$ cat config.mk
export PLATFORM = sky130hd
export DESIGN_NAME = script_token_lexer
export DESIGN_NICKNAME = d
export VERILOG_FILES = /design/src/sv/stl_pkg.sv /design/src/sv/stl_keyword_match.sv /design/src/sv/stl_core.sv /design/src/sv/script_token_lexer.sv
export SDC_FILE = /design/constraint.sdc
export NUM_CORES = 1
export LEC_CHECK = 0
export BUFFER_PORTS_ARGS = -buffer_cell sky130_fd_sc_hd__buf_2
export CAP_MARGIN = 20
export CORE_MARGIN = 10
export CORE_UTILIZATION = 30
export CTS_BUF_LIST = sky130_fd_sc_hd__clkbuf_4
export DETAILED_ROUTE_END_ITERATION = 8
export SYNTH_ARGS = -nofsm -noshare
export SYNTH_HDL_FRONTEND = slang
export SYNTH_HIERARCHICAL = 1
export SYNTH_SLANG_ARGS = --single-unit
$ cat constraint.sdc
create_clock -name clock -period 7.4 [get_ports clock]
set_input_delay 0.74 -clock clock [delete_from_list [all_inputs] [get_ports clock]]
set_output_delay 0.74 -clock clock [all_outputs]
set_load 0.05 [all_outputs]
$ cat src/sv/stl_pkg.sv
`timescale 1ns / 1ps
package stl_pkg;

   localparam int POSITION_BITS_DEFAULT   = 16;
   localparam int KEYWORD_MAX_LEN_DEFAULT = 7;
   localparam int KEYWORD_COUNT           = 16;

   // lexer modes
   localparam logic [4:0] M_IDLE    = 5'd0;
   localparam logic [4:0] M_IDENT   = 5'd1;
   localparam logic [4:0] M_NUM     = 5'd2;
   localparam logic [4:0] M_SLASH   = 5'd3;
   localparam logic [4:0] M_LINE    = 5'd4;
   localparam logic [4:0] M_BLOCK   = 5'd5;
   localparam logic [4:0] M_R       = 5'd6;
   localparam logic [4:0] M_DOLLAR  = 5'd7;
   localparam logic [4:0] M_EQ      = 5'd8;
   localparam logic [4:0] M_BANG    = 5'd9;
   localparam logic [4:0] M_LT      = 5'd10;
   localparam logic [4:0] M_GT      = 5'd11;
   localparam logic [4:0] M_SOPEN   = 5'd12;
   localparam logic [4:0] M_SPLAIN  = 5'd13;
   localparam logic [4:0] M_STRIPLE = 5'd14;

   // token kinds
   localparam logic [5:0] K_IDENT  = 6'd16;
   localparam logic [5:0] K_NUMBER = 6'd17;
   localparam logic [5:0] K_STRING = 6'd18;
   localparam logic [5:0] K_ASSIGN = 6'd19;
   localparam logic [5:0] K_EQ     = 6'd20;
   localparam logic [5:0] K_NE     = 6'd21;
   localparam logic [5:0] K_LT     = 6'd22;
   localparam logic [5:0] K_LE     = 6'd23;
   localparam logic [5:0] K_GT     = 6'd24;
   localparam logic [5:0] K_GE     = 6'd25;
   localparam logic [5:0] K_PLUS   = 6'd26;
   localparam logic [5:0] K_MINUS  = 6'd27;
   localparam logic [5:0] K_STAR   = 6'd28;
   localparam logic [5:0] K_SLASH  = 6'd29;
   localparam logic [5:0] K_PCT    = 6'd30;
   localparam logic [5:0] K_AMP    = 6'd31;
   localparam logic [5:0] K_BAR    = 6'd32;
   localparam logic [5:0] K_CARET  = 6'd33;
   localparam logic [5:0] K_TILDE  = 6'd34;
   localparam logic [5:0] K_LPAREN = 6'd35;
   localparam logic [5:0] K_RPAREN = 6'd36;
   localparam logic [5:0] K_LBRACE = 6'd37;
   localparam logic [5:0] K_RBRACE = 6'd38;
   localparam logic [5:0] K_LBRACK = 6'd39;
   localparam logic [5:0] K_RBRACK = 6'd40;
   localparam logic [5:0] K_COMMA  = 6'd41;
   localparam logic [5:0] K_DOT    = 6'd42;
   localparam logic [5:0] K_COLON  = 6'd43;
   localparam logic [5:0] K_EOF    = 6'd44;

   localparam logic [1:0] SK_PLAIN  = 2'd0;
   localparam logic [1:0] SK_TRIPLE = 2'd1;
   localparam logic [1:0] SK_RAW    = 2'd2;
   localparam logic [1:0] SK_INTERP = 2'd3;

   // keyword text, first char in the lowest byte, zero padded
   localparam logic [63:0] KW_TEXT [KEYWORD_COUNT] = '{
      64'h00000000636e7566, 64'h0000000000746e69, 64'h0000000000727473,
      64'h0000000000006669, 64'h00000000_65736c65, 64'h000000656c696877,
      64'h0000000000726f66, 64'h0068636165726f66, 64'h0000000065757274,
      64'h00000065736c6166, 64'h0000000000646e61, 64'h000000000000726f,
      64'h0000000000726f78, 64'h0000000000746f6e, 64'h00006e7275746572,
      64'h0000000070_6f7473 };
   localparam logic [3:0] KW_LEN [KEYWORD_COUNT] = '{
      4'd4, 4'd3, 4'd3, 4'd2, 4'd4, 4'd5, 4'd3, 4'd7,
      4'd4, 4'd5, 4'd3, 4'd2, 4'd3, 4'd3, 4'd6, 4'd4 };

   // one token leaving the step logic
   typedef struct packed {
      logic [5:0] kind;
      logic [1:0] skind;
      logic       err;
   } tok_type;

   function automatic logic is_alpha(input logic [7:0] c);
      return (c >= 8'h61 && c <= 8'h7a) || (c >= 8'h41 && c <= 8'h5a) || c == 8'h5f;
   endfunction

   function automatic logic is_digit(input logic [7:0] c);
      return c >= 8'h30 && c <= 8'h39;
   endfunction

   function automatic logic is_space(input logic [7:0] c);
      return c == 8'h20 || (c >= 8'd9 && c <= 8'd13);
   endfunction

   // single-character operators and delimiters, 0 when none
   function automatic logic [5:0] single_kind(input logic [7:0] c);
      logic [5:0] k;
      case (c)
         8'h2b:   k = K_PLUS;
         8'h2d:   k = K_MINUS;
         8'h2a:   k = K_STAR;
         8'h25:   k = K_PCT;
         8'h26:   k = K_AMP;
         8'h7c:   k = K_BAR;
         8'h5e:   k = K_CARET;
         8'h7e:   k = K_TILDE;
         8'h28:   k = K_LPAREN;
         8'h29:   k = K_RPAREN;
         8'h7b:   k = K_LBRACE;
         8'h7d:   k = K_RBRACE;
         8'h5b:   k = K_LBRACK;
         8'h5d:   k = K_RBRACK;
         8'h2c:   k = K_COMMA;
         8'h2e:   k = K_DOT;
         8'h3a:   k = K_COLON;
         default: k = 6'd0;
      endcase
      return k;
   endfunction

endpackage

$ cat src/sv/stl_keyword_match.sv
`timescale 1ns / 1ps
// matches the held identifier characters against the keyword table
module stl_keyword_match #(
   parameter int KEYWORD_MAX_LEN = stl_pkg::KEYWORD_MAX_LEN_DEFAULT
) (
   input  logic [KEYWORD_MAX_LEN*8-1:0] chars,
   input  logic [3:0]                   ident_len,
   output logic [5:0]                   kind
);
   always_comb begin
      kind = stl_pkg::K_IDENT;
      for (int k = stl_pkg::KEYWORD_COUNT - 1; k >= 0; k--) begin
         logic hit;
         hit = (ident_len == stl_pkg::KW_LEN[k])
               && (int'(stl_pkg::KW_LEN[k]) <= KEYWORD_MAX_LEN);
         for (int i = 0; i < KEYWORD_MAX_LEN; i++) begin
            if (i < int'(stl_pkg::KW_LEN[k]) && chars[i*8 +: 8] != stl_pkg::KW_TEXT[k][i*8 +: 8])
               hit = 1'b0;
         end
         if (hit) kind = 6'(k);
      end
   end
endmodule

$ cat src/sv/stl_core.sv
`timescale 1ns / 1ps
// per-byte lexer step: next state and up to two tokens
module stl_core #(
   parameter int POSITION_BITS   = stl_pkg::POSITION_BITS_DEFAULT,
   parameter int KEYWORD_MAX_LEN = stl_pkg::KEYWORD_MAX_LEN_DEFAULT
) (
   input  logic                       clock,
   input  logic                       reset,
   input  logic                       step,
   input  logic                       action,
   input  logic [7:0]                 ch,
   output logic                       out_n0,
   output logic                       out_n1,
   output stl_pkg::tok_type           tok0,
   output stl_pkg::tok_type           tok1,
   output logic [POSITION_BITS-1:0]   start0,
   output logic [POSITION_BITS-1:0]   len0,
   output logic [POSITION_BITS-1:0]   start1,
   output logic [POSITION_BITS-1:0]   len1
);
   localparam logic [POSITION_BITS-1:0] POS_MAX = '1;
   localparam logic [POSITION_BITS-1:0] ONE = POSITION_BITS'(1);
   localparam logic [POSITION_BITS-1:0] TWO = POSITION_BITS'(2);

   logic [4:0]               mode_ff, mode_in;
   logic [POSITION_BITS-1:0] pos_ff, pos_in, tstart_ff, tstart_in;
   logic [KEYWORD_MAX_LEN*8-1:0] kw_ff, kw_in;
   logic [3:0]               ilen_ff, ilen_in;
   logic [1:0]               pq_ff, pq_in, sk_ff, sk_in;
   logic                     star_ff, star_in, fin_ff, fin_in;
   logic [5:0]               kw_kind;

   stl_keyword_match #(.KEYWORD_MAX_LEN(KEYWORD_MAX_LEN)) u_match (
      .chars(kw_ff), .ident_len(ilen_ff), .kind(kw_kind));

   function automatic logic [POSITION_BITS-1:0] inc_sat(input logic [POSITION_BITS-1:0] p);
      return (p == POS_MAX) ? p : p + ONE;
   endfunction

   function automatic logic [POSITION_BITS-1:0] span(input logic [POSITION_BITS-1:0] f,
                                                     input logic [POSITION_BITS-1:0] t);
      return (t > f) ? t - f : '0;
   endfunction

   always_comb begin
      logic [7:0] c;
      logic [POSITION_BITS-1:0] p;
      logic [4:0] m;
      logic go_idle;
      logic [5:0] sk1;
      c = ch;
      p = pos_ff;
      m = mode_ff;
      go_idle = 1'b0;
      sk1 = 6'd0;
      mode_in = mode_ff; pos_in = pos_ff; tstart_in = tstart_ff; kw_in = kw_ff;
      ilen_in = ilen_ff; pq_in = pq_ff; sk_in = sk_ff; star_in = star_ff; fin_in = fin_ff;
      out_n0 = 1'b0; out_n1 = 1'b0;
      tok0 = '0; tok1 = '0;
      start0 = tstart_ff; len0 = '0; start1 = p; len1 = '0;
      if (step && !fin_ff) begin
         if (action || c == 8'd0) begin
            // end of source: pending token, then end of file
            out_n0 = 1'b1;
            case (m)
               stl_pkg::M_R, stl_pkg::M_IDENT: begin
                  tok0.kind = kw_kind; len0 = span(tstart_ff, p);
               end
               stl_pkg::M_NUM: begin
                  tok0.kind = stl_pkg::K_NUMBER; len0 = span(tstart_ff, p);
               end
               stl_pkg::M_SLASH: begin tok0.kind = stl_pkg::K_SLASH; len0 = ONE; end
               stl_pkg::M_EQ:    begin tok0.kind = stl_pkg::K_ASSIGN; len0 = ONE; end
               stl_pkg::M_LT:    begin tok0.kind = stl_pkg::K_LT; len0 = ONE; end
               stl_pkg::M_GT:    begin tok0.kind = stl_pkg::K_GT; len0 = ONE; end
               stl_pkg::M_SOPEN: begin tok0.kind = stl_pkg::K_STRING; tok0.skind = sk_ff; end
               stl_pkg::M_SPLAIN, stl_pkg::M_STRIPLE: begin
                  tok0.kind = stl_pkg::K_STRING; tok0.skind = sk_ff;
                  len0 = span(tstart_ff, p);
               end
               default: out_n0 = 1'b0;
            endcase
            out_n1 = 1'b1;
            tok1.kind = stl_pkg::K_EOF;
            tok1.err = (m == stl_pkg::M_BLOCK);
            mode_in = stl_pkg::M_IDLE;
            fin_in = 1'b1;
         end else begin
            pos_in = inc_sat(p);
            case (m)
               stl_pkg::M_R, stl_pkg::M_IDENT: begin
                  if (m == stl_pkg::M_R && c == 8'h22) begin
                     mode_in = stl_pkg::M_SOPEN; sk_in = stl_pkg::SK_RAW;
                     pq_in = '0; tstart_in = inc_sat(p);
                  end else if (stl_pkg::is_alpha(c) || stl_pkg::is_digit(c)) begin
                     mode_in = stl_pkg::M_IDENT;
                     for (int i = 0; i < KEYWORD_MAX_LEN; i++)
                        if (ilen_ff == 4'(i)) kw_in[i*8 +: 8] = c;
                     if (int'(ilen_ff) <= KEYWORD_MAX_LEN) ilen_in = ilen_ff + 4'd1;
                  end else begin
                     out_n0 = 1'b1; tok0.kind = kw_kind; len0 = span(tstart_ff, p);
                     go_idle = 1'b1;
                  end
               end
               stl_pkg::M_NUM: begin
                  if (!stl_pkg::is_digit(c)) begin
                     out_n0 = 1'b1; tok0.kind = stl_pkg::K_NUMBER;
                     len0 = span(tstart_ff, p); go_idle = 1'b1;
                  end
               end
               stl_pkg::M_SLASH: begin
                  if (c == 8'h2f) mode_in = stl_pkg::M_LINE;
                  else if (c == 8'h2a) begin mode_in = stl_pkg::M_BLOCK; star_in = 1'b0; end
                  else begin
                     out_n0 = 1'b1; tok0.kind = stl_pkg::K_SLASH; len0 = ONE;
                     go_idle = 1'b1;
                  end
               end
               stl_pkg::M_LINE: if (c == 8'h0a) mode_in = stl_pkg::M_IDLE;
               stl_pkg::M_BLOCK: begin
                  if (star_ff && c == 8'h2f) begin
                     mode_in = stl_pkg::M_IDLE; star_in = 1'b0;
                  end else star_in = (c == 8'h2a);
               end
               stl_pkg::M_DOLLAR: begin
                  if (c == 8'h22) begin
                     mode_in = stl_pkg::M_SOPEN; sk_in = stl_pkg::SK_INTERP;
                     pq_in = '0; tstart_in = inc_sat(p);
                  end else go_idle = 1'b1;
               end
               stl_pkg::M_EQ, stl_pkg::M_BANG, stl_pkg::M_LT, stl_pkg::M_GT: begin
                  if (c == 8'h3d) begin
                     out_n0 = 1'b1; len0 = TWO; mode_in = stl_pkg::M_IDLE;
                     case (m)
                        stl_pkg::M_EQ:   tok0.kind = stl_pkg::K_EQ;
                        stl_pkg::M_BANG: tok0.kind = stl_pkg::K_NE;
                        stl_pkg::M_LT:   tok0.kind = stl_pkg::K_LE;
                        default:         tok0.kind = stl_pkg::K_GE;
                     endcase
                  end else begin
                     out_n0 = (m != stl_pkg::M_BANG); len0 = ONE;
                     case (m)
                        stl_pkg::M_EQ: tok0.kind = stl_pkg::K_ASSIGN;
                        stl_pkg::M_LT: tok0.kind = stl_pkg::K_LT;
                        default:       tok0.kind = stl_pkg::K_GT;
                     endcase
                     go_idle = 1'b1;
                  end
               end
               stl_pkg::M_SOPEN: begin
                  if (c == 8'h22) begin
                     if (pq_ff == 2'd0) pq_in = 2'd1;
                     else begin
                        mode_in = stl_pkg::M_STRIPLE; pq_in = '0;
                        tstart_in = inc_sat(p);
                        if (sk_ff == stl_pkg::SK_PLAIN) sk_in = stl_pkg::SK_TRIPLE;
                     end
                  end else if (pq_ff == 2'd0) mode_in = stl_pkg::M_SPLAIN;
                  else begin
                     out_n0 = 1'b1; tok0.kind = stl_pkg::K_STRING; tok0.skind = sk_ff;
                     pq_in = '0; go_idle = 1'b1;
                  end
               end
               stl_pkg::M_SPLAIN: begin
                  if (c == 8'h22) begin
                     out_n0 = 1'b1; tok0.kind = stl_pkg::K_STRING; tok0.skind = sk_ff;
                     len0 = span(tstart_ff, p); mode_in = stl_pkg::M_IDLE;
                  end
               end
               stl_pkg::M_STRIPLE: begin
                  if (c != 8'h22) pq_in = '0;
                  else if (pq_ff >= 2'd2) begin
                     out_n0 = 1'b1; tok0.kind = stl_pkg::K_STRING; tok0.skind = sk_ff;
                     len0 = span(tstart_ff, span(TWO, p));
                     pq_in = '0; mode_in = stl_pkg::M_IDLE;
                  end else pq_in = pq_ff + 2'd1;
               end
               default: go_idle = 1'b1;
            endcase
            // dispatch of the current byte from idle
            if (go_idle) begin
               mode_in = stl_pkg::M_IDLE;
               tstart_in = p;
               sk1 = stl_pkg::single_kind(c);
               if (stl_pkg::is_space(c)) begin
               end else if (sk1 != 6'd0) begin
                  out_n1 = 1'b1; tok1.kind = sk1; start1 = p; len1 = ONE;
               end else begin
                  case (c)
                     8'h2f: mode_in = stl_pkg::M_SLASH;
                     8'h72: begin
                        mode_in = stl_pkg::M_R; kw_in[7:0] = c; ilen_in = 4'd1;
                     end
                     8'h24: mode_in = stl_pkg::M_DOLLAR;
                     8'h3d: mode_in = stl_pkg::M_EQ;
                     8'h21: mode_in = stl_pkg::M_BANG;
                     8'h3c: mode_in = stl_pkg::M_LT;
                     8'h3e: mode_in = stl_pkg::M_GT;
                     8'h22: begin
                        mode_in = stl_pkg::M_SOPEN; sk_in = stl_pkg::SK_PLAIN;
                        pq_in = '0; tstart_in = inc_sat(p);
                     end
                     default: begin
                        if (stl_pkg::is_alpha(c)) begin
                           mode_in = stl_pkg::M_IDENT; kw_in[7:0] = c; ilen_in = 4'd1;
                        end else if (stl_pkg::is_digit(c)) mode_in = stl_pkg::M_NUM;
                     end
                  endcase
               end
            end
         end
      end
   end

   // lexer state
   always_ff @(posedge clock) begin
      kw_ff <= kw_in;
      if (reset) begin
         mode_ff <= stl_pkg::M_IDLE; pos_ff <= '0; tstart_ff <= '0; ilen_ff <= '0;
         pq_ff <= '0; sk_ff <= '0; star_ff <= 1'b0; fin_ff <= 1'b0;
      end else begin
         mode_ff <= mode_in; pos_ff <= pos_in; tstart_ff <= tstart_in; ilen_ff <= ilen_in;
         pq_ff <= pq_in; sk_ff <= sk_in; star_ff <= star_in; fin_ff <= fin_in;
      end
   end

   a_fin_sticky: assert property (@(posedge clock) disable iff (reset)
      fin_ff |=> fin_ff) else $error("finished flag dropped");
   a_fin_idle: assert property (@(posedge clock) disable iff (reset)
      fin_ff |-> mode_ff == stl_pkg::M_IDLE) else $error("mode moved after end");
   a_pq_range: assert property (@(posedge clock) disable iff (reset)
      pq_ff != 2'd3) else $error("quote count overflow");
endmodule

$ cat src/sv/script_token_lexer.sv
`timescale 1ns / 1ps
// script_token_lexer: streaming lexer for script source
// req channel: one request per source byte (tuser = end of source, tdata = byte);
// a zero byte or tuser high ends the source.
// rsp channel: one token per transfer; tdata carries kind, start, length,
// string kind and error; tlast marks the final token caused by a request.
// a request causes zero, one or two tokens: two when a token ends and the byte
// itself is a single-character token, or at end (pending token plus end of file).
// the first token of a request appears in the cycle after the request is taken.
// throughput: one byte per cycle while a request makes at most one token and the
// receiver does not stall; a request making two tokens holds req_tready low while
// the second token drains from its holding register.
// reset (synchronous, active high) clears position, mode and the output stage.
// when the receiver stalls the result register holds and req_tready falls once
// it cannot take another request's tokens; nothing is lost.
// after the end of file token all further requests are taken and dropped
// until reset.
module script_token_lexer #(
   parameter int POSITION_BITS   = stl_pkg::POSITION_BITS_DEFAULT,
   parameter int KEYWORD_MAX_LEN = stl_pkg::KEYWORD_MAX_LEN_DEFAULT
) (
   input  logic        clock,
   input  logic        reset,
   input  logic        req_tvalid,
   output logic        req_tready,
   input  logic [7:0]  req_tdata,   // ch
   input  logic        req_tuser,   // action
   output logic        rsp_tvalid,
   input  logic        rsp_tready,
   output logic [47:0] rsp_tdata,   // token_kind, start_pos, length, string_kind, error, pad
   output logic        rsp_tlast    // last_of_run
);
   localparam int RW = 6 + 16 + 16 + 2 + 1;

   logic step, n0, n1;
   stl_pkg::tok_type t0, t1;
   logic [POSITION_BITS-1:0] s0, l0, s1, l1;
   logic [RW-1:0] r0, r1;
   logic [RW-1:0] out_ff, out_in, hold_ff, hold_in;
   logic out_v_ff, out_v_in, out_l_ff, out_l_in, hold_v_ff, hold_v_in;

   stl_core #(.POSITION_BITS(POSITION_BITS), .KEYWORD_MAX_LEN(KEYWORD_MAX_LEN)) u_core (
      .clock(clock), .reset(reset), .step(step), .action(req_tuser), .ch(req_tdata),
      .out_n0(n0), .out_n1(n1), .tok0(t0), .tok1(t1),
      .start0(s0), .len0(l0), .start1(s1), .len1(l1));

   // pack a result word, low field first
   assign r0 = {t0.err, t0.skind, 16'(l0), 16'(s0), t0.kind};
   assign r1 = {t1.err, t1.skind, 16'(l1), 16'(s1), t1.kind};

   // accept when the output register frees this cycle and nothing is held
   assign req_tready = !hold_v_ff && (!out_v_ff || rsp_tready);
   assign step = req_tvalid && req_tready;

   always_comb begin
      out_in = out_ff; out_v_in = out_v_ff; out_l_in = out_l_ff;
      hold_in = hold_ff; hold_v_in = hold_v_ff;
      if (rsp_tready || !out_v_ff) begin
         out_v_in = 1'b0;
         if (hold_v_ff) begin
            out_in = hold_ff; out_v_in = 1'b1; out_l_in = 1'b1; hold_v_in = 1'b0;
         end else if (step && (n0 || n1)) begin
            out_v_in = 1'b1;
            if (n0) begin
               out_in = r0; out_l_in = !n1;
               if (n1) begin hold_in = r1; hold_v_in = 1'b1; end
            end else begin
               out_in = r1; out_l_in = 1'b1;
            end
         end
      end
   end

   // result register and second-token holding register
   always_ff @(posedge clock) begin
      out_ff <= out_in; out_l_ff <= out_l_in; hold_ff <= hold_in;
      if (reset) begin
         out_v_ff <= 1'b0; hold_v_ff <= 1'b0;
      end else begin
         out_v_ff <= out_v_in; hold_v_ff <= hold_v_in;
      end
   end

   assign rsp_tvalid = out_v_ff;
   assign rsp_tdata = {7'd0, out_ff};
   assign rsp_tlast = out_l_ff;

   a_hold_needs_out: assert property (@(posedge clock) disable iff (reset)
      hold_v_ff |-> out_v_ff) else $error("held token without output");
   a_hold_not_last: assert property (@(posedge clock) disable iff (reset)
      hold_v_ff |-> !out_l_ff) else $error("first of pair marked last");
   a_no_step_hold: assert property (@(posedge clock) disable iff (reset)
      hold_v_ff |-> !req_tready) else $error("request taken while holding");
endmodule
; ---- Yosys cells after proc, flatten, opt, wreduce, memory -nomap -nowiden
; Cells that the tools add are included.
[word_totals]
reg_bits = 186
in_bits = 13
out_inout_bits = 51
[op_classes]
n_addsub = 6
order_cmp = 13
eq_ne = 111
mux = 240
n_bitwise = 3
n_reduce_logical = 51
[ops]
columns = operator, count
row1 = 16-bit two-way mux, 25
row2 = 8-bit by 7-bit != test with 1-bit output (second input constant), 42
row3 = 6-bit two-way mux, 27
row4 = 8-bit by 6-bit equality test with 1-bit output (second input constant), 18
row5 = 41-bit two-way mux, 3
row6 = 5-bit two-way mux, 22
row7 = 6-bit one-hot mux with 17 select lines, 1
row8 = 1-bit two-way mux, 100
row9 = 8-bit two-way mux, 12
row10 = 16-bit one-hot mux with 6 select lines, 1
row11 = 6-bit one-hot mux with 7 select lines, 2
row12 = 8-bit by 7-bit equality test with 1-bit output (second input constant), 9
row13 = 16-bit one-hot mux with 3 select lines, 1
row14 = 5-bit one-hot mux with 9 select lines, 1
row15 = 2-bit two-way mux, 22
row16 = 5-bit one-hot mux with 8 select lines, 1
row17 = 6-bit AND reduction, 6
row18 = 5-bit by 4-bit equality test with 1-bit output (second input constant), 7
row19 = 16-bit > comparator, 2
row20 = 4-bit two-way mux, 8
row21 = 16-bit one-hot mux with 2 select lines, 1
row22 = 16-bit subtractor, 2
row23 = 7-bit two-way mux, 3
row24 = 5-bit by 3-bit equality test with 1-bit output (second input constant), 4
row25 = other kinds (57), 104

; ---- Logic depth before layout (Yosys ltp)
; Gate-level depths: netlist (run 1).
[depth]
ltp_word = 30
ltp_mapped = 18
ltp_nobuf = 16

; ---- Hierarchy
; Netlist (run 1), hierarchy kept.
[by_module_without_submodules]
columns = mod, n_inst, cells_each, area_each_um2, seq_area_each_um2
row1 = stl_core, 1, 945, 8036.5, 2602.5
row2 = script_token_lexer, 1, 243, 3597.2, 2532.4
row3 = stl_keyword_match, 1, 117, 975.9, 0.0

; ---- Worst setup path before layout (run 1)
; Ideal clock, no wire load.
[synth_path]
kind = in2reg
from = input req_tdata[4]
to = register hold_ff[0], enable pin
setup_ns = 0.490
arrival_ns = 5.520
setup_slack_ns = 1.390
stages = 11
n_path_buf = 2
path_cell_list = buf_2 -> or4_1 -> a21oi_1 -> o21ai_1 -> o2111a_2 -> buf_6 -> nor2_1 -> nand2_1 -> a21oi_1 -> nand3b_1 -> nor3_1
[synth_via]
elab_chain_cells = 16
word_cells_on_any_way = 72
cone_classes = order compare: 8 / eq/ne: 23 / mux: 26 / reduce/logical: 15
[synth_rtl]
columns = element, line_no
row1 = from (decl), script_token_lexer.sv:26  ; input logic [7:0] req_tdata,
row2 = 8-bit by 7-bit >= comparator with 1-bit output / 8-bit by 7-bit <= comparator with 1-bit output (equally long branches), stl_pkg.sv:81  ; return (c >= 8'h61 && c <= 8'h7a) || (c >= 8'h41 && c <= 8'h5a) || c == 8'h5f;
row3 = 1-bit logical AND, stl_pkg.sv:81
row4 = 1-bit logical OR (2 in series), stl_pkg.sv:81
row5 = 1-bit logical OR, stl_core.sv:95  ; end else if (stl_pkg::is_alpha(c) || stl_pkg::is_digit(c)) begin
row6 = 1-bit two-way mux, stl_core.sv:95
row7 = 1-bit two-way mux, stl_core.sv:92  ; if (m == stl_pkg::M_R && c == 8'h22) begin
row8 = 1-bit one-hot mux with 7 select lines, stl_core.sv:90  ; case (m)
row9 = 1-bit two-way mux, stl_core.sv:62  ; if (action || c == 8'd0) begin
row10 = 1-bit two-way mux, stl_core.sv:61  ; if (step && !fin_ff) begin
row11 = 1-bit two-way mux, stl_core.sv:181  ; if (go_idle) begin
row12 = 1-bit two-way mux (*), stl_core.sv:62
row13 = 1-bit two-way mux (*), stl_core.sv:61
row14 = net n1, script_token_lexer.sv:35  ; logic step, n0, n1;
row15 = 1-bit logical OR, script_token_lexer.sv:62  ; end else if (step && (n0 || n1)) begin
row16 = 1-bit logical AND, script_token_lexer.sv:62
row17 = 5-bit AND reduction (no line) (*), n/a
row18 = to (signal assigned), script_token_lexer.sv:76  ; out_ff <= out_in; out_l_ff <= out_l_in; hold_ff <= hold_in;
row19 = to (decl), script_token_lexer.sv:39  ; logic [RW-1:0] out_ff, out_in, hold_ff, hold_in;
; Mark *: on every way through the listed nets, which the timed path passes. The rest lies on a longest branch. The select of a mux whose other input is x is not followed.
; A chain may end at the register's enable or synchronous reset.

; ---- Worst setup path in the final report (run 1)
[layout_path]
from = register u_core.pos_ff[8]
to = register out_ff[22], data pin
[layout_via]
elab_chain_cells = 12
word_cells_on_any_way = 21
cone_classes = add/sub: 2 / order compare: 3 / mux: 16
[layout_rtl]
columns = element, line_no
row1 = from (decl), stl_core.sv:26  ; logic [POSITION_BITS-1:0] pos_ff, pos_in, tstart_ff, tstart_in;
row2 = from (signal assigned), stl_core.sv:222  ; mode_ff <= mode_in; pos_ff <= pos_in; tstart_ff <= tstart_in; ilen_ff <= ilen_in;
row3 = 16-bit by 2-bit > comparator with 1-bit output / 16-bit by 2-bit subtractor with 16-bit output (equally long branches), stl_core.sv:42  ; return (t > f) ? t - f : '0;
row4 = 16-bit two-way mux, stl_core.sv:42
row5 = 16-bit subtractor / 16-bit > comparator (equally long branches), stl_core.sv:42
row6 = 16-bit two-way mux, stl_core.sv:42
row7 = 16-bit two-way mux, stl_core.sv:172  ; else if (pq_ff >= 2'd2) begin
row8 = 16-bit two-way mux, stl_core.sv:171  ; if (c != 8'h22) pq_in = '0;
row9 = 16-bit one-hot mux with 6 select lines, stl_core.sv:90
row10 = 16-bit two-way mux (*), stl_core.sv:62
row11 = 16-bit two-way mux (*), stl_core.sv:61
row12 = net l0[0], script_token_lexer.sv:37  ; logic [POSITION_BITS-1:0] s0, l0, s1, l1;
row13 = 41-bit two-way mux (*), script_token_lexer.sv:64  ; if (n0) begin
row14 = 41-bit two-way mux (*), script_token_lexer.sv:62
row15 = 41-bit two-way mux (*), script_token_lexer.sv:60  ; if (hold_v_ff) begin
row16 = to (signal assigned), script_token_lexer.sv:76
row17 = to (decl), script_token_lexer.sv:39
; Marks and branches as above.

==> parameters.txt, run 1 <==
Parameter                              Value

Outcome
  Status ... finished, final reports clean

Timing
  Final setup skew ... 0.0222 ns
  Achievable frequency ... around 190 MHz
  Relative slew slack ... 0.296
  Final Critical Period ... about 5 ns
  Endpoints failing setup ... 0
  Count of final hold-check violations ... 0
  Final TNS setup ... 0 ns
  Tightest Pin Transition ... 1.06 ns
  Share of the clock period used by the worst path after layout ... 0.696
  Final max-slew violation count ... 0
  Final worst-path setup slack ... 2.25 ns
  Unrepaired setup endpoints after global routing ... false

Final layout
  Final #Nets ... around 1400
  Filler cells ... between 4000 and 5000
  Syn-to-layout area delta ... 6.73%
  Fraction of the core area covered by cells at the end of the flow ... 0.322
  Share of layout cells above drive strength 1 ... 0.118

Yosys
  Area share of the largest cell type after synthesis ... 0.331
  Synthesized area per cell ... 9.66 um^2
  Yosys top cell by area ... sky130_fd_sc_hd__edfxtp_1
  Total of warnings raised by yosys ... 6
  Number of synthesized register bits ... between 150 and 200
  Count of cell types in the netlist ... 108
  Synthesized area ... roughly 13000 um^2
  Cells after synthesis ... 1305
  Post-synth EDFFs ... approximately 140
  Top FF cell, synth ... sky130_fd_sc_hd__edfxtp_1
  Post-synthesis sequential area ratio ... 0.407
  Leading cell types by total area after synthesis ... sky130_fd_sc_hd__edfxtp_1 33%, sky130_fd_sc_hd__dfxtp_1 7.6%, sky130_fd_sc_hd__ha_1 4.1%, sky130_fd_sc_hd__mux2i_1 3.9%, sky130_fd_sc_hd__nand2_1 3.2%
  Share of flip-flops with an asynchronous set or reset after synthesis ... 0
  Leading post-synthesis cells by instance count ... 139 x sky130_fd_sc_hd__edfxtp_1, 109 x sky130_fd_sc_hd__nand2_1, 99 x sky130_fd_sc_hd__nor2_1
  Most common cell in the netlist ... sky130_fd_sc_hd__edfxtp_1

Clock network
  Clock edge transition at the registers on the reported setup and hold paths ... 0.16 ns
  TritonCTS clock tree ... yes
  Buffers from clock root to sink, at most ... 2
  Insertion delay to the later sink of the worst-skew pair ... between 0.6 and 0.7 ns
  H-Tree Level Count ... 4
  Clock root buffer master ... sky130_fd_sc_hd__clkbuf_4
  Number of buffers added by the clock tree synthesis step ... 17
  Post-CTS Setup Repair Bufs ... 0
  Post_cts resized ... 0
  CTS sink cnt ... roughly 190
  Hold buffers post-CTS ... 0

GRT
  Global route total overflow ... 0
  Global Route Usage Sum ... 0.134
  Number of antenna violations at the first check in global routing ... 2
  Via count of the first global-routing pass ... roughly 9500
  Global-route wire length before repair ... between 50000 and 60000 um
  Largest net degree at the start of global routing ... 87

Floorplan
  Core Area ... 41800 um^2
  Die Y-Extent ... ~230 um
  Boundary pin count ... 64
  Overall die area ... 50600 um^2
  Die width ... approximately 230 um
  Std-Cell Rows ... 75
  Initial core utilization ... 0.302

Setup path
  Data required, critical path ... approximately 7.8 ns
  Cell mode on critical path ... sky130_fd_sc_hd__a221o_1
  CP arrival ... 5.53 ns
  Slowest cell on the critical path ... sky130_fd_sc_hd__or4_1
  Crit-path max FO ... 16
  Biggest cell delay along the critical path ... between 0.6 and 0.7 ns
  Kind of start point of the critical path ... flip-flop
  Crit-path leading delay family ... compound AO/OA/AOI/OAI gates
  Number of buffers and inverters on the critical path ... 0
  Ordered list of cells on the worst path ... or4_1 -> nor4_1 -> o2111a_1 -> nor2_1 -> ha_1 -> and3_1 -> a221o_1 -> a21oi_1 -> a21bo_2 -> nor2b_1 -> o311a_1 -> a221o_1 -> mux2i_1 -> o21ai_1
  Classification of the worst setup path ... reg -> reg
  CP endpoint kind ... flip-flop

Power and ir drop
  Leakage Power ... 4.50 nW
  Design Power ... roughly 2.2 mW
  Power Density ... approximately 170 nW/um^2
  Largest vdd supply drop ... between 100 and 150 uV

Place
  Routability Congestion ... a little over 0.9
  Port Buf Inserts ... 56
  Post-placement setup slack ... approximately 2.1 ns
  Post-DP HPWL ... 24800 um

Detailed routing
  Count of nets left with antenna violations after detail routing ... 0
  Per-cell routed wire length ... about 19 um
  Drt total wl ... around 35000 um
  Router iterations before antenna repair ... 7
  DR vias ... around 10000
  Routed vias/inst ... approximately 5.5
  Number of DRC markers in iteration 0 ... 1162
  Post-route DRC violation count ... 0

Min path
  Worst Hold Class ... in -> reg

Job
  Max-cap viol count ... 0
[metal layers]
metal  vias up  track usage  wire (um)
li1       4853            -          -
met1      4971        0.194      16700
met2       408        0.199      15200
met3        34       0.0251       2720
met4         2       0.0366        460
met5         -            0          7
[per-stage QoR]
| step | hold slack [ns] | area [um^2] | std cells |
|---|---|---|---|
| finish | 0.416 | 13500 | 1860 |
| global route | 0.373 | 13500 | 1860 |
| CTS | 0.372 | 13500 | 1859 |
| detailed placement | 0.452 | 13100 | 1827 |
| global placement | 0.452 | 13100 | 1827 |
| floorplan | 0.433 | 12700 | 1328 |
[final cells by class]
cell class	instances	area (um^2)	area share
Tap cell	539	674	0.0501
Antenna cell	1	2.50	0.000186
Sequential cell	187	5140	0.382
Inverter	38	143	0.0106
Multi-Input combinational cell	997	6830	0.508
Clock buffer	17	128	0.00948
Timing Repair Buffer	66	355	0.0264
Clock inverter	15	186	0.0139
[cells by family after synthesis]
family                     share of synthesized area
xor gates and xnor gates                      0.0438
AOI/OAI and AO/OA                              0.167
muxes                                         0.0460
and+or+nand+nor                                0.231
DFF                                            0.407
other                                       0.000893
buffers and inverters                         0.0608
adders and majority gates                     0.0439
[worst paths after layout]
kind,start,to,slack (ns),depth (start not counted)
setup / recovery,u_core/pos_ff[8],out_ff[22],2.25,14
hold / removal,rsp_tready,hold_v_ff,0.42,3
setup reg to reg,u_core/pos_ff[8],out_ff[22],2.25,14
hold reg to reg,u_core/star_ff,u_core/star_ff,0.49,1
[sequential cells by signal (all words and copies together) (netlist names)]
name            cells
hold_ff            41
hold_v_ff           1
out_ff             41
rsp_tlast           1
rsp_tvalid          1
u_core/fin_ff       1
u_core/ilen_ff      4
u_core/kw_ff       56
u_core/mode_ff      4
u_core/pos_ff      16
u_core/pq_ff        2
u_core/sk_ff        2
u_core/star_ff      1
u_core/start0      16
[power breakdown]
| part | internal, mW | total (mW) | switching, mW | leakage (nW) |
|---|---|---|---|---|
| Clock | 0.241 | 0.620 | 0.378 | 0.164 |
| Sequential | 1.14 | 1.16 | 0.0192 | 1.65 |
| Combinational | 0.162 | 0.448 | 0.287 | 2.69 |
| Total | 1.55 | 2.23 | 0.685 | 4.50 |
[cell usage in the layout, fill, tap and decap left out, types with 22 or more instances in the layout]
cell type                  count
sky130_fd_sc_hd__edfxtp_1    139
sky130_fd_sc_hd__nor2_1       99
sky130_fd_sc_hd__o21ai_0      38
sky130_fd_sc_hd__nor3_1       22
sky130_fd_sc_hd__dfxtp_1      47
sky130_fd_sc_hd__nand2_1     109
sky130_fd_sc_hd__mux2i_1      49
sky130_fd_sc_hd__xnor2_1      39
sky130_fd_sc_hd__xor2_1       24
sky130_fd_sc_hd__inv_1        37
sky130_fd_sc_hd__buf_2        56
sky130_fd_sc_hd__nand4_1      29
sky130_fd_sc_hd__nand3_1      36
sky130_fd_sc_hd__nor2b_1      24
sky130_fd_sc_hd__ha_1         41
sky130_fd_sc_hd__o21ai_1      42
sky130_fd_sc_hd__a21oi_1      71
sky130_fd_sc_hd__conb_1       26
[tightest hold or removal path, delay by kind of cell]
| family | cells | cell delay (ns) |
|---|---|---|
| buf+inv | 1 | 0.10 |
| simple gates | 1 | 0.13 |
| compound gates | 1 | 0.07 |
No activity file was read; power rests on OpenSTA's default activity.
==> run 2: changes to the inputs <==
clock period = 4.75 ns   (was 7.4 ns; I/O delays follow)
==> run 2 against run 1 <==
Against the previous run: sequential power rose by 56%; routed wire length rose by 2.1%; critical path depth rose by 1; highest routed layer is now met4.
==> parameters.txt, run 2 (synthesized netlist as in run 1, its figures left out) <==
Parameter                              Value

Outcome
  Status ... finished, final reports clean

Detailed routing
  Per-cell routed wire length ... 18.8 um
  Count of nets left with antenna violations after detail routing ... 0
  Routed vias/inst ... 5.46
  Drt total wl ... 35800 um
  Router iterations before antenna repair ... 5
  Number of DRC markers in iteration 0 ... about 1200
  Post-route DRC violation count ... 0
  DR vias ... 10400

Timing
  Unrepaired setup endpoints after global routing ... false
  Final TNS setup ... 0 ns
  Final max-slew violation count ... 0
  Achievable frequency ... around 220 MHz
  Share of the clock period used by the worst path after layout ... 0.949
  Final setup skew ... 0.0268 ns
  Count of final hold-check violations ... 0
  Endpoints failing setup ... 0
  Final worst-path setup slack ... about 0.24 ns
  Final Critical Period ... ~4.5 ns
  Relative slew slack ... 0.304
  Tightest Pin Transition ... ~1.0 ns

GRT
  Global-route wire length before repair ... about 55000 um
  Number of antenna violations at the first check in global routing ... 2
  Via count of the first global-routing pass ... about 9500
  Global route total overflow ... 0
  Largest net degree at the start of global routing ... 87
  Global Route Usage Sum ... 0.137

Floorplan
  Initial core utilization ... 0.302
  Std-Cell Rows ... 75
  Overall die area ... 50600 um^2
  Die width ... 225 um
  Core Area ... 41800 um^2
  Boundary pin count ... between 60 and 70
  Die Y-Extent ... ~230 um

Power and ir drop
  Largest vdd supply drop ... ~130 uV
  Leakage Power ... around 4.7 nW
  Power Density ... 249 nW/um^2

Final layout
  Share of layout cells above drive strength 1 ... 0.149
  Largest registers ... u_core/kw_ff (56), hold_ff (41), out_ff (41)
  Largest register by flop count ... u_core/kw_ff
  Commonest cells after routing, fill and taps aside ... 139 x sky130_fd_sc_hd__edfxtp_1, 109 x sky130_fd_sc_hd__nand2_1, 98 x sky130_fd_sc_hd__nor2_1, 71 x sky130_fd_sc_hd__a21oi_1, 56 x sky130_fd_sc_hd__buf_2
  Max FFs per register ... 56
  Final #Nets ... about 1400
  Syn-to-layout area delta ... 9.12%
  Most common library cell in the layout ignoring fill and taps ... sky130_fd_sc_hd__edfxtp_1

Setup path
  Biggest cell delay along the critical path ... 0.56 ns
  Kind of start point of the critical path ... flip-flop
  Classification of the worst setup path ... reg -> reg
  CP arrival ... roughly 5 ns
  Data required, critical path ... 5.12 ns
  Crit-path max FO ... 16
  CP endpoint kind ... flip-flop
  Slowest cell on the critical path ... sky130_fd_sc_hd__or4_1
  Ordered list of cells on the worst path ... or4_1 -> nor2_2 -> nand2_1 -> or3_1 -> a21oi_1 -> ha_1 -> and3_1 -> a221o_1 -> a21oi_1 -> a21bo_2 -> nor2b_1 -> o311a_2 -> a221o_1 -> mux2i_1 -> o21ai_1

Clock network
  Clock root buffer master ... sky130_fd_sc_hd__clkbuf_4
  Insertion delay to the later sink of the worst-skew pair ... about 0.62 ns
  Clock edge transition at the registers on the reported setup and hold paths ... 0.16 ns
  CTS sink cnt ... between 150 and 200
  Hold buffers post-CTS ... 0
  Buffers from clock root to sink, at most ... 2
  H-Tree Level Count ... 4
  TritonCTS clock tree ... yes
  Number of buffers added by the clock tree synthesis step ... 17

Place
  Routability Congestion ... slightly above 0.9
  Post-placement setup slack ... between 0.07 and 0.08 ns
  Post-DP HPWL ... 26300 um
  Port Buf Inserts ... 56

Job
  Max-cap viol count ... 0

Min path
  Worst Hold Class ... in -> reg
[run 2: cell count changes in the layout (fill, tap and decap cells not counted), sizes merged]
cell,delta
clkbuf,+1
clkinvlp,+2
clkinv,-1
diode,+1
bufinv,-2
buf,+40
[run 2: area by class of cell]
cell class	instances	area, um^2
multi-input combinational	997	6850
antenna	2	5.00
tap	539	674
fill	4249	28000
timing repair buffer	106	681
sequential	187	5140
clock inverter	14	135
inverter	38	143
clock buffer	18	135
[run 2: through the flow]
step                       util  hold WS [ns]  std cells  area, um^2  power, mW
after floorplan               -         0.433       1328       12700       2.38
after global placement    0.323         0.450       1867       13500       2.57
after detailed placement  0.323         0.450       1867       13500       2.57
after CTS                 0.329        0.0825       1899       13700       3.45
after global routing      0.329         0.132       1900       13800       3.58
final                     0.329         0.140       1901       13800       3.42
[run 2: worst max-delay path, delay by kind of cell (launching register included)]
family	cells	cell delay (ns)
flip-flops	1	0.34
AO/OA/AOI/OAI	7	1.92
adder cells (fa/ha/maj)	1	0.30
AND/OR/NAND/NOR	6	1.56
multiplexers	1	0.15
[run 2: repair_timing]
item | CTS | global route
setup endpoints to repair | 0 | 16
gates resized for setup | 0 | 4
buffers inserted | 0 | 0
[run 2: metal layers]
layer,part of all wire,routed length (um),track usage
met5,0,0,0
met4,0.015,551,0.0454
met3,0.073,2620,0.0221
met2,0.43,15300,0.201
met1,0.48,17300,0.201
[run 2: worst paths after layout]
| kind | start | to | slack [ns] | depth (start not counted) |
|---|---|---|---|---|
| worst min register to register | u_core/star_ff | u_core/star_ff | 0.48 | 1 |
| worst min-delay path | rsp_tready | rsp_tvalid | 0.14 | 3 |
| worst max-delay path | u_core/pos_ff[3] | out_ff[22] | 0.24 | 15 |
| worst max register to register | u_core/pos_ff[3] | out_ff[22] | 0.24 | 15 |
[run 2: power by group]
part	switching (mW)	internal [mW]	leakage, nW
combinational	0.467	0.271	2.90
clock	0.597	0.278	0.144
sequential	0.0267	1.78	1.64
total	1.09	2.33	4.69
